[config.mk]
export PLATFORM = sky130hd
export DESIGN_NAME = speck_block_cipher
export DESIGN_NICKNAME = d
export VERILOG_FILES = /design/src/hdl/spk_pkg.sv /design/src/hdl/spk_round.sv /design/src/hdl/speck_block_cipher.sv
export SDC_FILE = /design/constraint.sdc
export NUM_CORES = 2
export LEC_CHECK = 0
export CORE_ASPECT_RATIO = 1.25
export CORE_MARGIN = 2
export CORE_UTILIZATION = 45
export DETAILED_ROUTE_END_ITERATION = 12
export DONT_BUFFER_PORTS = 1
export PLACE_DENSITY = 0.64
export SLEW_MARGIN = 20
export SYNTH_ARGS = -nofsm -noshare
export SYNTH_HDL_FRONTEND = slang
export SYNTH_SLANG_ARGS = --single-unit
[constraint.sdc]
create_clock -name i_clk -period 34.4 [get_ports i_clk]
set_clock_uncertainty 0.2 [all_clocks]
set_input_delay 6.88 -clock i_clk [delete_from_list [all_inputs] [get_ports i_clk]]
set_output_delay 6.88 -clock i_clk [all_outputs]
set_load 0.005 [all_outputs]
[src/hdl/spk_pkg.sv]
// Shared types and constants for the SPECK 128/128 block cipher engine.
// No dependencies; imported by spk_round and speck_block_cipher.
`timescale 1ns / 1ps

package spk_pkg;

    localparam int WORD_W   = 64;
    localparam int BLOCK_W  = 2 * WORD_W;
    localparam int ROUNDS   = 32;
    localparam int RND_W    = $clog2(ROUNDS);
    localparam int ROT_X    = 8;
    localparam int ROT_Y    = 3;
    localparam int CFG_IDX_W = 2;

    localparam logic [RND_W-1:0] LAST_RND = RND_W'(ROUNDS - 1);

    localparam logic [CFG_IDX_W-1:0] REG_KEY_LOW  = 2'd0;
    localparam logic [CFG_IDX_W-1:0] REG_KEY_HIGH = 2'd1;
    localparam logic [CFG_IDX_W-1:0] REG_DECRYPT  = 2'd2;

    typedef logic [WORD_W-1:0] t_word;

    typedef enum logic [2:0] {
        ST_IDLE,
        ST_EXPAND,
        ST_PREP,
        ST_RUN,
        ST_DONE
    } t_state;

endpackage

[src/hdl/spk_round.sv]
// One SPECK 128/128 round, forward and inverse, on a shared set of inputs.
// Depends on spk_pkg for word width and rotation amounts.
`timescale 1ns / 1ps

module spk_round (
    input  spk_pkg::t_word i_x,
    input  spk_pkg::t_word i_y,
    input  spk_pkg::t_word i_k,
    output spk_pkg::t_word o_fwd_x,
    output spk_pkg::t_word o_fwd_y,
    output spk_pkg::t_word o_inv_x,
    output spk_pkg::t_word o_inv_y
);
    import spk_pkg::*;

    t_word fx;
    t_word iy;
    t_word ix;

    // forward: x = (ror(x,8) + y) ^ k ; y = rol(y,3) ^ x
    assign fx      = ({i_x[ROT_X-1:0], i_x[WORD_W-1:ROT_X]} + i_y) ^ i_k;
    assign o_fwd_x = fx;
    assign o_fwd_y = {i_y[WORD_W-ROT_Y-1:0], i_y[WORD_W-1:WORD_W-ROT_Y]} ^ fx;

    // inverse: y = ror(y ^ x, 3) ; x = rol((x ^ k) - y, 8)
    always_comb begin
        t_word t;
        t  = i_y ^ i_x;
        iy = {t[ROT_Y-1:0], t[WORD_W-1:ROT_Y]};
        ix = (i_x ^ i_k) - iy;
    end

    assign o_inv_y = iy;
    assign o_inv_x = {ix[WORD_W-ROT_X-1:0], ix[WORD_W-1:WORD_W-ROT_X]};

endmodule

[src/hdl/speck_block_cipher.sv]
// SPECK 128/128 block cipher engine, top level.
// A block accepted in ST_IDLE runs all rounds on a ready key schedule; after a key write the
// first block waits for the schedule expansion and one read setup. Blocks do not overlap, as
// set by the single shared round unit and the one read port of the round-key memory. Reset
// (i_rst_n low, synchronous) clears keys, mode, the schedule flag and the output beat; the
// round-key memory itself is not cleared.
`timescale 1ns / 1ps

module speck_block_cipher (
    input  logic                          i_clk,
    input  logic                          i_rst_n,
    // configuration write port
    input  logic                          i_cfg_we,
    input  logic [spk_pkg::CFG_IDX_W-1:0] i_cfg_index,
    input  spk_pkg::t_word                i_cfg_data,
    // input block stream
    input  logic                          s_axis_tvalid,
    output logic                          s_axis_tready,
    input  logic [spk_pkg::BLOCK_W-1:0]   s_axis_tdata,  // [63:0] block_low, [127:64] block_high
    // result stream
    output logic                          m_axis_tvalid,
    input  logic                          m_axis_tready,
    output logic [spk_pkg::BLOCK_W-1:0]   m_axis_tdata   // [63:0] result_low, [127:64] result_high
);
    import spk_pkg::*;

    // control and configuration registers
    t_state            r_state,        n_state;
    logic [RND_W-1:0]  r_cnt,          n_cnt;
    logic              r_sched_ready,  n_sched_ready;
    logic              r_mode,         n_mode;
    t_word             r_key_low,      n_key_low;
    t_word             r_key_high,     n_key_high;
    logic              r_out_valid,    n_out_valid;

    // datapath registers
    t_word             r_x,  n_x;
    t_word             r_y,  n_y;
    t_word             r_ka, n_ka;
    t_word             r_kb, n_kb;
    logic [BLOCK_W-1:0] r_out_data, n_out_data;

    // round-key memory: one write port, one registered read port
    t_word             r_round_keys [ROUNDS];
    t_word             r_rk_rd;
    logic              mem_we;
    logic [RND_W-1:0]  mem_waddr;
    t_word             mem_wdata;
    logic [RND_W-1:0]  mem_raddr;

    // shared round unit
    t_word rnd_x, rnd_y, rnd_k;
    t_word fwd_x, fwd_y, inv_x, inv_y;
    t_word res_x, res_y;

    logic              out_free;
    logic [RND_W-1:0]  cnt_next;

    spk_round u_round (
        .i_x     (rnd_x),
        .i_y     (rnd_y),
        .i_k     (rnd_k),
        .o_fwd_x (fwd_x),
        .o_fwd_y (fwd_y),
        .o_inv_x (inv_x),
        .o_inv_y (inv_y)
    );

    assign s_axis_tready = (r_state == ST_IDLE);
    assign m_axis_tvalid = r_out_valid;
    assign m_axis_tdata  = r_out_data;

    // Output register is free when empty or being drained this cycle.
    assign out_free = !r_out_valid || m_axis_tready;
    assign cnt_next = r_cnt + 1'b1;

    // During expansion the unit runs on the key words with the round number as key;
    // otherwise it runs on the block with the key just read from memory.
    always_comb begin
        if (r_state == ST_EXPAND) begin
            rnd_x = r_kb;
            rnd_y = r_ka;
            rnd_k = WORD_W'(r_cnt);
        end else begin
            rnd_x = r_x;
            rnd_y = r_y;
            rnd_k = r_rk_rd;
        end
        res_x = r_mode ? inv_x : fwd_x;
        res_y = r_mode ? inv_y : fwd_y;
    end

    // Read address: in a round, fetch the key for the following round; elsewhere keep
    // the first key of the current mode on the read port so a round can start at once.
    // Decryption walks the keys from the top down.
    always_comb begin
        if (r_state == ST_RUN) begin
            mem_raddr = r_mode ? (LAST_RND - cnt_next) : cnt_next;
        end else begin
            mem_raddr = r_mode ? LAST_RND : '0;
        end
    end

    // next state and datapath
    always_comb begin
        n_state       = r_state;
        n_cnt         = r_cnt;
        n_sched_ready = r_sched_ready;
        n_mode        = r_mode;
        n_key_low     = r_key_low;
        n_key_high    = r_key_high;
        n_out_valid   = r_out_valid;
        n_x           = r_x;
        n_y           = r_y;
        n_ka          = r_ka;
        n_kb          = r_kb;
        n_out_data    = r_out_data;
        mem_we        = 1'b0;
        mem_waddr     = r_cnt;
        mem_wdata     = r_ka;

        // drop the result beat once taken
        if (r_out_valid && m_axis_tready) begin
            n_out_valid = 1'b0;
        end

        unique case (r_state)
            ST_IDLE: begin
                if (s_axis_tvalid) begin
                    n_y   = s_axis_tdata[WORD_W-1:0];
                    n_x   = s_axis_tdata[BLOCK_W-1:WORD_W];
                    n_cnt = '0;
                    if (r_sched_ready) begin
                        n_state = ST_RUN;
                    end else begin
                        // schedule stale: expand from the key registers first
                        n_ka    = r_key_low;
                        n_kb    = r_key_high;
                        n_state = ST_EXPAND;
                    end
                end
            end
            ST_EXPAND: begin
                // store word a as round key, then advance the schedule one round
                mem_we = 1'b1;
                n_kb   = fwd_x;
                n_ka   = fwd_y;
                n_cnt  = cnt_next;
                if (r_cnt == LAST_RND) begin
                    n_sched_ready = 1'b1;
                    n_cnt         = '0;
                    n_state       = ST_PREP;
                end
            end
            ST_PREP: begin
                // wait state for the first key read after the last write has landed
                n_state = ST_RUN;
            end
            ST_RUN: begin
                n_x   = res_x;
                n_y   = res_y;
                n_cnt = cnt_next;
                if (r_cnt == LAST_RND) begin
                    n_cnt = '0;
                    if (out_free) begin
                        n_out_data  = {res_x, res_y};
                        n_out_valid = 1'b1;
                        n_state     = ST_IDLE;
                    end else begin
                        // hold the finished block until the output beat drains
                        n_state = ST_DONE;
                    end
                end
            end
            ST_DONE: begin
                if (out_free) begin
                    n_out_data  = {r_x, r_y};
                    n_out_valid = 1'b1;
                    n_state     = ST_IDLE;
                end
            end
            default: begin
                n_state = ST_IDLE;
            end
        endcase

        // user keeps configuration writes to idle (not enforced); key writes stale the schedule
        if (i_cfg_we) begin
            unique case (i_cfg_index)
                REG_KEY_LOW: begin
                    n_key_low     = i_cfg_data;
                    n_sched_ready = 1'b0;
                end
                REG_KEY_HIGH: begin
                    n_key_high    = i_cfg_data;
                    n_sched_ready = 1'b0;
                end
                REG_DECRYPT: begin
                    n_mode = i_cfg_data[0];
                end
                default: begin
                end
            endcase
        end
    end

    // control registers
    always_ff @(posedge i_clk) begin
        if (!i_rst_n) begin
            r_state       <= ST_IDLE;
            r_cnt         <= '0;
            r_sched_ready <= 1'b0;
            r_mode        <= 1'b0;
            r_key_low     <= '0;
            r_key_high    <= '0;
            r_out_valid   <= 1'b0;
        end else begin
            r_state       <= n_state;
            r_cnt         <= n_cnt;
            r_sched_ready <= n_sched_ready;
            r_mode        <= n_mode;
            r_key_low     <= n_key_low;
            r_key_high    <= n_key_high;
            r_out_valid   <= n_out_valid;
        end
    end

    // datapath registers
    always_ff @(posedge i_clk) begin
        r_x        <= n_x;
        r_y        <= n_y;
        r_ka       <= n_ka;
        r_kb       <= n_kb;
        r_out_data <= n_out_data;
    end

    // round-key memory
    always_ff @(posedge i_clk) begin
        if (mem_we) begin
            r_round_keys[mem_waddr] <= mem_wdata;
        end
        r_rk_rd <= r_round_keys[mem_raddr];
    end

endmodule
==> implementation parameters <==
Parameter                              Value

Critical path
  Critical path buffers and inverters    0
  Crit path max-delay cell type    sky130_fd_sc_hd__nor3_1
  Worst path cell trace    nor3_1
  Required time worst endpoint    around 27 ns
  Type of origin of the critical path    flop
  Maximum fanout along the worst path    10
  Delay of the slowest cell on the worst path    0.64 ns
  Type of destination of the critical path    output pin
  Setup CP Type    flop to output pin
  Register-to-Register Path Depth    14
  Number of stages on the worst setup path    1
  Arrival time of the worst setup path    a little under 2 ns
  CP delay by family, top    simple AND/OR/NAND/NOR gates

Pwr
  Worst ir drop on vdd    0.0000461 V
  Leakage component of the power    42.9 nW
  Power density cells    about 75 nW/um^2
  Total chip power    9.48 mW

Synth
  Share of the yosys chip area belonging to registers    0.672
  Post-Synthesis Net Count    7649
  Share of flip-flops with an asynchronous set or reset after synthesis    0
  Cell type with the largest total area after synthesis    sky130_fd_sc_hd__edfxtp_1
  Ranking of synthesized cells by area    sky130_fd_sc_hd__edfxtp_1 64%, sky130_fd_sc_hd__mux4_2 13%, sky130_fd_sc_hd__nand2_1 3.7%, sky130_fd_sc_hd__dfxtp_1 3.5%, sky130_fd_sc_hd__xnor2_1 2.3%
  Synthesis-stage register bit count    2635
  Number of enable-type register cells in the synthesized netlist    approximately 2.4k
  Main synth FF type    sky130_fd_sc_hd__edfxtp_1
  Yosys top cell area share    0.637
  Cells after synthesis    7318
  Most numerous cell in the Yosys netlist    sky130_fd_sc_hd__edfxtp_1
  Most common library cells after synthesis    2432 x sky130_fd_sc_hd__edfxtp_1, 1127 x sky130_fd_sc_hd__nand2_1, 638 x sky130_fd_sc_hd__mux4_2, 429 x sky130_fd_sc_hd__o21ai_0, 381 x sky130_fd_sc_hd__a21oi_1
  Cell Area, Synth    115000 sq um
  Mean area per synthesized cell    15.7 sq um
  Number of distinct standard cells referenced by the synthesized netlist    93
  Total of warnings raised by yosys    0

Clock tree
  Insertion delay of the later-clocked pin in the worst-skew pair    0.92 ns
  Clock tree from TritonCTS    yes
  H-tree depth reported by CTS    4
  Number of buffers added for setup after CTS    0
  Resized cells post-CTS    0
  Clock sink count    2635
  Clock Tree Buf Depth    4
  Clock input transition at the sequential cells of the worst setup and hold paths    0.07 ns
  Post-CTS Hold Buffers    0
  Inserted Clock Buffers    238
  Cell chosen for the clock root    sky130_fd_sc_hd__clkbuf_16

Floorplanning
  Core area    254000 sq um
  Initial Util    0.452
  Die Span Y    568 um
  # rows    207
  Die span in x    456 um
  Io pins    ~330
  Area enclosed by the die boundary    259000 sq um

Routing
  Total number of vias    67.3k
  Final ANT Viol Nets    0
  Mean number of vias per cell    6.18
  Count of routing violations after the opening detailed-route iteration    8540
  Total DRC errors in the routed layout    0
  Final wirelength    359000 um
  Number of iterations in the first detailed-routing pass    6
  Wire length per cell after detailed routing    ~33 um

Place
  Final RePlAce weighted congestion    0.970
  Dpl cells    ~10k
  # port buffers    0
  Placed wire-length estimate after detailed placement    232000 um
  Post-detailed-placement cell area    119000 sq um

STA
  Headroom to the max-slew limit    0.149
  Post-layout minimum cycle time    9.04 ns
  RSZ-0062 raised after global routing    no
  Setup Viol. Count Final    0
  Number of pins with negative max-slew slack in the final report    0
  Highest attainable clock frequency    111 MHz
  Worst Tran Pin Value    1.26 ns
  TNS Setup    0 ns
  Hold Vio Cnt, Final    0
  Share of the cycle needed by the critical path after routing    0.263

Finish
  Count of nets after finishing    ~7.7k
  Count of non-filler cells in the finished layout    10.9k
  Total of fill cells in the finished design    21.0k
  Final Cell Area    127000 sq um
  Ratio of cells with drive above 1 in the final layout    0.178
  Area growth from synthesis to layout    10.7%

Global route
  Pin count of the biggest net entering global routing    147
  Tot GR Track Use    0.272
  Global-route wire length before repair    approximately 500000 um
  Via count of the first global-routing pass    66.1k
  Initial antenna violation count    25
  Met3 track utilization from global routing    0.0383
  Met1 Track Usage GR    0.352
  Met2 usage in global routing    0.455
  GRT overflow    0
  Busiest layer in global routing    met2

Run
  Maximum Capacitance Violations    0

Min path
  Worst hold path stage count    2
  Worst min-delay path class    flop to flop

Outcome
  Result of the run    completed
tightest hold or removal path, delay by kind of cell, from the launching register on:
kind	cells	cell delay [ns]
AO/OA/AOI/OAI	1	0.05
flip-flops	1	0.31
AND/OR/NAND/NOR	1	0.05
kinds of logic after synthesis:
| logic type | Yosys count | synth area share |
|---|---|---|
| AO/OA/AOI/OAI | 1176 | 0.0599 |
| XOR/XNOR | 430 | 0.0350 |
| adder cells (fa/ha/maj) | 136 | 0.0149 |
| buffers and inverters | 505 | 0.0182 |
| flip-flops | 2635 | 0.672 |
| multiplexers | 807 | 0.141 |
| AND/OR/NAND/NOR | 1629 | 0.0589 |
layer usage:
layer | wire length [um] | vias to the layer above | share of wire
li1 | - | 28272 | -
met2 | 178000 | 3258 | 0.49
met1 | 137000 | 35200 | 0.38
met4 | 18100 | 4 | 0.050
met5 | 27 | - | 0.000075
met3 | 26700 | 586 | 0.074
state kept, by name, indices dropped and copies added, names as in the netlist:
register       count
mem_waddr          5
r_round_keys    2048
r_state            3
m_axis_tdata     128
r_sched_ready      1
r_rk_rd           64
r_x               64
r_key_low         64
r_mode             1
r_key_high        64
r_y               64
mem_wdata         64
m_axis_tvalid      1
r_kb              64
cell usage in the layout (no fill, tap or decap), types with 78 or more instances in the layout:
master,instances
sky130_fd_sc_hd__edfxtp_1,2432
sky130_fd_sc_hd__nand2_1,1125
sky130_fd_sc_hd__mux4_2,638
sky130_fd_sc_hd__o21ai_0,429
sky130_fd_sc_hd__a21oi_1,381
sky130_fd_sc_hd__xnor2_1,294
sky130_fd_sc_hd__clkbuf_16,240
sky130_fd_sc_hd__nor2_1,203
sky130_fd_sc_hd__dfxtp_1,202
sky130_fd_sc_hd__buf_4,148
sky130_fd_sc_hd__ha_1,130
sky130_fd_sc_hd__xor2_1,112
sky130_fd_sc_hd__inv_1,94
sky130_fd_sc_hd__mux2i_1,89
sky130_fd_sc_hd__mux2_2,78
where the power goes:
part,switching (mW),internal [mW]
clock,1.18,1.44
combinational,1.88,0.885
sequential,0.152,3.94
worst paths after layout:
kind / endpoint / startpoint / slack (ns)
worst max-delay path: s_axis_tready / r_state[2] / 25.36
worst min-delay path: r_key_low[42] / r_key_low[42] / 0.26
worst max register to register: r_x[6] / r_state[1] / 26.50
worst min register to register: r_key_low[42] / r_key_low[42] / 0.26
through the flow:
step                worst slack, ns   util  hold slack (ns)
CTS                           25.34  0.498            0.256
floorplan                     17.86      -            0.237
finish                        25.36  0.500            0.257
detailed placement            25.04  0.468            0.247
global route                  25.31  0.500            0.267
global placement              25.15  0.468            0.241
area by class of cell:
type	instances	area, sq um	area share
Sequential cell	2635	77100	0.607
Multi-Input combinational cell	4178	35900	0.282
Clock buffer	301	6360	0.0501
Tap cell	3344	4180	0.0330
Timing Repair Buffer	191	1830	0.0144
Clock inverter	136	1230	0.00966
Inverter	97	368	0.00290
Antenna cell	16	40.0	0.000315
(Power assumes the default switching activity.)
